==> src/rtl/lfuctp_pkg.sv <==
// Shared types and constants for the LFU cache tag policy block.
package lfuctp_pkg;

    localparam int ENTRIES    = 64;
    localparam int KEY_BITS   = 32;
    localparam int COUNT_BITS = 16;
    localparam int IDX_BITS   = $clog2(ENTRIES);
    localparam int FILL_BITS  = $clog2(ENTRIES + 1);
    localparam int CAP_BITS   = 7;
    localparam int TOTAL_BITS = 32;

    localparam logic [CAP_BITS-1:0] CAP_RESET = CAP_BITS'(64);

    // Lookup token that walks the row of cells, one cell per cycle.
    typedef struct packed {
        logic                  valid;
        logic                  found;
        logic [IDX_BITS-1:0]   f_idx;
        logic [IDX_BITS-1:0]   f_rank;
        logic                  b_valid;
        logic [COUNT_BITS-1:0] b_count;
        logic [IDX_BITS-1:0]   b_rank;
        logic [IDX_BITS-1:0]   b_idx;
        logic [KEY_BITS-1:0]   b_key;
    } t_token;

    // Update broadcast to every cell once the decision is made.
    typedef struct packed {
        logic                  valid;
        logic                  hit;
        logic                  age_all;
        logic [IDX_BITS-1:0]   slot;
        logic [IDX_BITS-1:0]   limit;
        logic [FILL_BITS-1:0]  filled;
        logic [KEY_BITS-1:0]   key;
    } t_upd;

endpackage

==> src/rtl/lfuctp_cell.sv <==
// One slot of the tag store: key, use count and recency rank.
module lfuctp_cell (
    input  logic                          i_clk,
    input  logic                          i_rst_n,
    input  logic [lfuctp_pkg::IDX_BITS-1:0]  i_index,
    input  logic [lfuctp_pkg::FILL_BITS-1:0] i_filled,
    input  logic [lfuctp_pkg::KEY_BITS-1:0]  i_key,
    input  lfuctp_pkg::t_token            i_tok,
    input  lfuctp_pkg::t_upd              i_upd,
    output lfuctp_pkg::t_token            o_tok
);

    logic [lfuctp_pkg::KEY_BITS-1:0]   r_key;
    logic [lfuctp_pkg::COUNT_BITS-1:0] r_count;
    logic [lfuctp_pkg::IDX_BITS-1:0]   r_rank;
    lfuctp_pkg::t_token                r_tok;
    lfuctp_pkg::t_token                n_tok;
    logic                              filled;
    logic                              better;

    assign filled = {1'b0, i_index} < i_filled;
    assign better = !i_tok.b_valid || (r_count < i_tok.b_count) ||
                    ((r_count == i_tok.b_count) && (r_rank > i_tok.b_rank));

    // Fold this slot into the passing token: first match and best victim.
    always_comb begin
        n_tok = i_tok;
        if (filled && !i_tok.found && (r_key == i_key)) begin
            n_tok.found  = 1'b1;
            n_tok.f_idx  = i_index;
            n_tok.f_rank = r_rank;
        end
        if (filled && better) begin
            n_tok.b_valid = 1'b1;
            n_tok.b_count = r_count;
            n_tok.b_rank  = r_rank;
            n_tok.b_idx   = i_index;
            n_tok.b_key   = r_key;
        end
    end

    // Hand the token on; reset flushes any token in flight.
    always_ff @(posedge i_clk) begin
        if (!i_rst_n) begin
            r_tok <= '0;
        end else begin
            r_tok <= n_tok;
        end
    end

    // Apply the broadcast update to this slot.
    always_ff @(posedge i_clk) begin
        if (i_upd.valid) begin
            if (i_upd.slot == i_index) begin
                r_rank <= '0;
                if (i_upd.hit) begin
                    if (r_count != '1) begin
                        r_count <= r_count + 1'b1;
                    end
                end else begin
                    r_key   <= i_upd.key;
                    r_count <= lfuctp_pkg::COUNT_BITS'(1);
                end
            end else if (({1'b0, i_index} < i_upd.filled) &&
                         (i_upd.age_all || (r_rank < i_upd.limit))) begin
                r_rank <= r_rank + 1'b1;
            end
        end
    end

    assign o_tok = r_tok;

endmodule

==> config.mk <==
export PLATFORM = sky130hd
export DESIGN_NAME = lfuctp_cell
export DESIGN_NICKNAME = d
export VERILOG_FILES = /design/src/rtl/lfuctp_pkg.sv /design/src/rtl/lfuctp_cell.sv
export SDC_FILE = /design/constraint.sdc
export NUM_CORES = 1
export LEC_CHECK = 0
export BUFFER_PORTS_ARGS = -buffer_cell sky130_fd_sc_hd__buf_2
export CAP_MARGIN = 15
export CORE_MARGIN = 3
export CORE_UTILIZATION = 40
export CTS_CLUSTER_SIZE = 30
export DETAILED_ROUTE_END_ITERATION = 10
export GPL_ROUTABILITY_DRIVEN = 0
export HOLD_SLACK_MARGIN = 0.02
export PLACE_DENSITY = 0.67
export SETUP_SLACK_MARGIN = 0.4
export SYNTH_ARGS = -nofsm -noshare
export SYNTH_HDL_FRONTEND = slang
export SYNTH_SLANG_ARGS = --single-unit
==> constraint.sdc <==
create_clock -name i_clk -period 3.5 [get_ports i_clk]
set_clock_uncertainty 0.15 [all_clocks]
set_input_delay 0.35 -clock i_clk [delete_from_list [all_inputs] [get_ports i_clk]]
set_output_delay 0.35 -clock i_clk [all_outputs]
set_load 0.05 [all_outputs]
==> impl_metrics.ini <==
[clock_tree]
h-tree-depth = 4
cts_tree = done
ctsResizeCount = 0
clock_tree.root_cell = clkbuf_16
post_cts_buffers = 0
cts_made_buffers = 17
worstSkewPairLatency_ns = 0.41
cts_buffer_depth = 2
path_clk_slew_ns = 0.06
cts_sinks = 129

[setup_path]
crit_arrival_ns = 3.11
worstSetupEndpointType = register
worstPathRequired_ns = 3.68
critPathMaxFanout = 23
start_kind = register
worst-r2r-cell-count = 8
crit_path_start = r_count[11]
rr_endpoint = o_tok[48]
reg2reg_slack_ns = 0.57
path_class = reg -> reg
rr_startpoint = r_count[11]

[routing]
dr_total_vias = 5416
drt_iter0_drc = 235
final_antenna_net_count = 0
detail_route.wl_per_cell_um = 15.3
wirelength_um = 17600
detail_route.vias_per_cell = 4.71
detail_route.first_pass.iterations = 4
drc = 0

[pwr]
pwr-share-clk_pct = 40.9
power.total_mw = 4.24
leakage_nw = 4.51
p_sw_mw = 1.21
power_report.internal_total_mw = 3.03
power_density_nw_per_um2 = 470
p_sw_share_pct = 28.4
p_comb_share_pct = 19.3
peakVddDrop_uv = 307
seqPwrFrac_pct = 39.8

[min_path]
min_to = o_tok[71]
hold_class = in -> reg
min_path_cells = 3
min_from = i_tok[71]

[floorplanning]
die_y_um = 133
die-area_um2 = 17600
io_pins = 251
rows = 45
initial_core_util_pct = 41.5
fp.dieW_um = 133
coreArea_um2 = 15400

[synth]
syn_area_per_cell_um2 = 10.4
ys_top_cells_by_count = 144 x nand2_1, 75 x dfxtp_1, 72 x mux2i_1
synthSimpleGateAreaFrac_pct = 15.2
synth-main-ff-cell = dfxtp_1
yosysMostFrequentCell = nand2_1
ys_async_sr_fraction_pct = 0
yosys.area.top_type_share_pct = 25.3
synth_warnings = 0
ys_types = 42
synth_seq_cells = 129
synth_top_family_by_area = simple AND/OR/NAND/NOR gates
ys_seq_area_share_pct = 48.7
synthTopCellsByArea = edfxtp_1 25%, dfxtp_1 23%, mux2i_1 11%, nand2_1 8.4%, ha_1 7.6%
syn_nets = 831
syn_area_um2 = 6410
synth.largest_area_cell = edfxtp_1
synthMuxAreaShare_pct = 11.2
synthCells = 616
synth_edf_count = 54
synth-xor-area-share_pct = 7.24
synth_compound_area_share_pct = 4.35
synthAdderAreaFrac_pct = 7.62

[placed_design]
hpwl_um = 12600
dp_cells = 1060
port_buffers = 250
place_ws_ns = 0.570
dpl-instance-area_um2 = 7840

[timing]
slew_headroom_pct = 34.1
rsz0062_at_grt = false
worst_slew_pin_slew_ns = 0.979
fin_crit_ns = 2.93
setup-violations-final = 0
fmax_mhz = 341
slew_violations = 0
holdWs_ns = 0.0366
fin_tns_setup_ns = 0
worst_slack_ns = 0.568
final-hold-violation-count = 0
fin_crit_sh_pct = 83.8

[job]
maxCapViolCount = 0

[global_route]
grt_pass1_vias = 5733
grt_util_met2_pct = 34.4
use_met3_pct = 6.50
gr-max-usage-layer = met2
grt_pass1_wl_um = 28200
antenna_found_initial = 0
grt_max_degree = 77
grt_usage_pct = 20.1
grt_overflow = 0
grt_util_met1_pct = 22.7

[finish]
final_core_util_pct = 58.4
area_growth_pct = 40.6
instances_no_fill = 1151
fin_nets = 1142
drive_above_1_share_pct = 31.5
fill_cells = 1389
antenna_cells = 0
fin_area_um2 = 9010
register_area_um2 = 3120
multiInputGateArea_um2 = 2950

[status]
outcome = finished clean
[worst max path at each step]
| stage | to | slack (ns) | depth (start not counted) |
|---|---|---|---|
| floorplan | r_key[0] | 0.81 | 5 |
| global placement | o_tok[55] | 0.64 | 10 |
| detailed placement | o_tok[36] | 0.57 | 10 |
| CTS | o_tok[51] | 0.55 | 8 |
| global route | o_tok[46] | 0.44 | 8 |
| finish | o_tok[48] | 0.57 | 8 |
[layout by cell type (no fill, tap or decap), types with 5 or more instances in the layout]
cell           netlist  routed
nand2_1            144     144
a21o_1               7       7
mux2i_1             72      72
ha_1                39      39
dlygate4sd3_1        0      59
nor2_1              11      10
buf_4                0       7
a21oi_1             12      12
o21ai_0              5       5
edfxtp_1            54      54
dfxtp_1             75      75
nand4_1              9       9
xor2_1              22      22
buf_2                2     249
nand3_1             13      13
xnor2_1             31      31
clkbuf_16            0      17
and2_1              12      12
inv_1               42      42
[worst max-delay path, cell delays in order, from the launching register on]
cell	delay [ns]
edfxtp_1	0.50
ha_1	0.36
nand4_2	0.13
nor3_2	0.06
a21boi_1	0.12
or4_1	0.56
a32oi_4	0.29
buf_4	0.43
mux2i_1	0.24
[cell families after synthesis]
group | count (synthesis)
AOI/OAI and AO/OA | 41
xor gates and xnor gates | 53
adders and majority gates | 39
buffers and inverters | 67
DFF | 129
muxes | 72
and+or+nand+nor | 215
[sequential cells by signal, indices dropped and copies added, names as in the netlist]
register	count
o_tok	75
r_key	32
r_count	16
r_rank	6
[cell type report]
cell class | instances | share of cell area [%]
clock inverters | 12 | 1.50
flip-flops and latches | 129 | 34.7
clock buffers | 20 | 4.96
repair buffers | 317 | 21.4
well taps | 211 | 2.93
inverters | 42 | 1.75
multi-input cells | 420 | 32.8
[power groups by stage]
| stage | Sequential (mW) | Combinational (mW) | Clock, mW |
|---|---|---|---|
| final | 1.69 | 0.818 | 1.73 |
| after global routing | 1.70 | 0.882 | 1.83 |
| after CTS | 1.69 | 0.821 | 1.77 |
| after detailed placement | 1.72 | 0.766 | 0 |
| after global placement | 1.72 | 0.762 | 0 |
| after floorplan | 1.96 | 0.300 | 0 |
[per-layer routing]
layer  wire (um)  share of wire [%]
met5           0                  0
met2        8760                 50
met3        1220                6.9
met1        7060                 40
met4         602                3.4
[what timing repair did]
action                                  in CTS  in global routing
hold buffers                                59                  0
endpoints found under the setup margin       0                  0
hold endpoints to repair                    59                  0
Power figures use the tool's default switching activity.
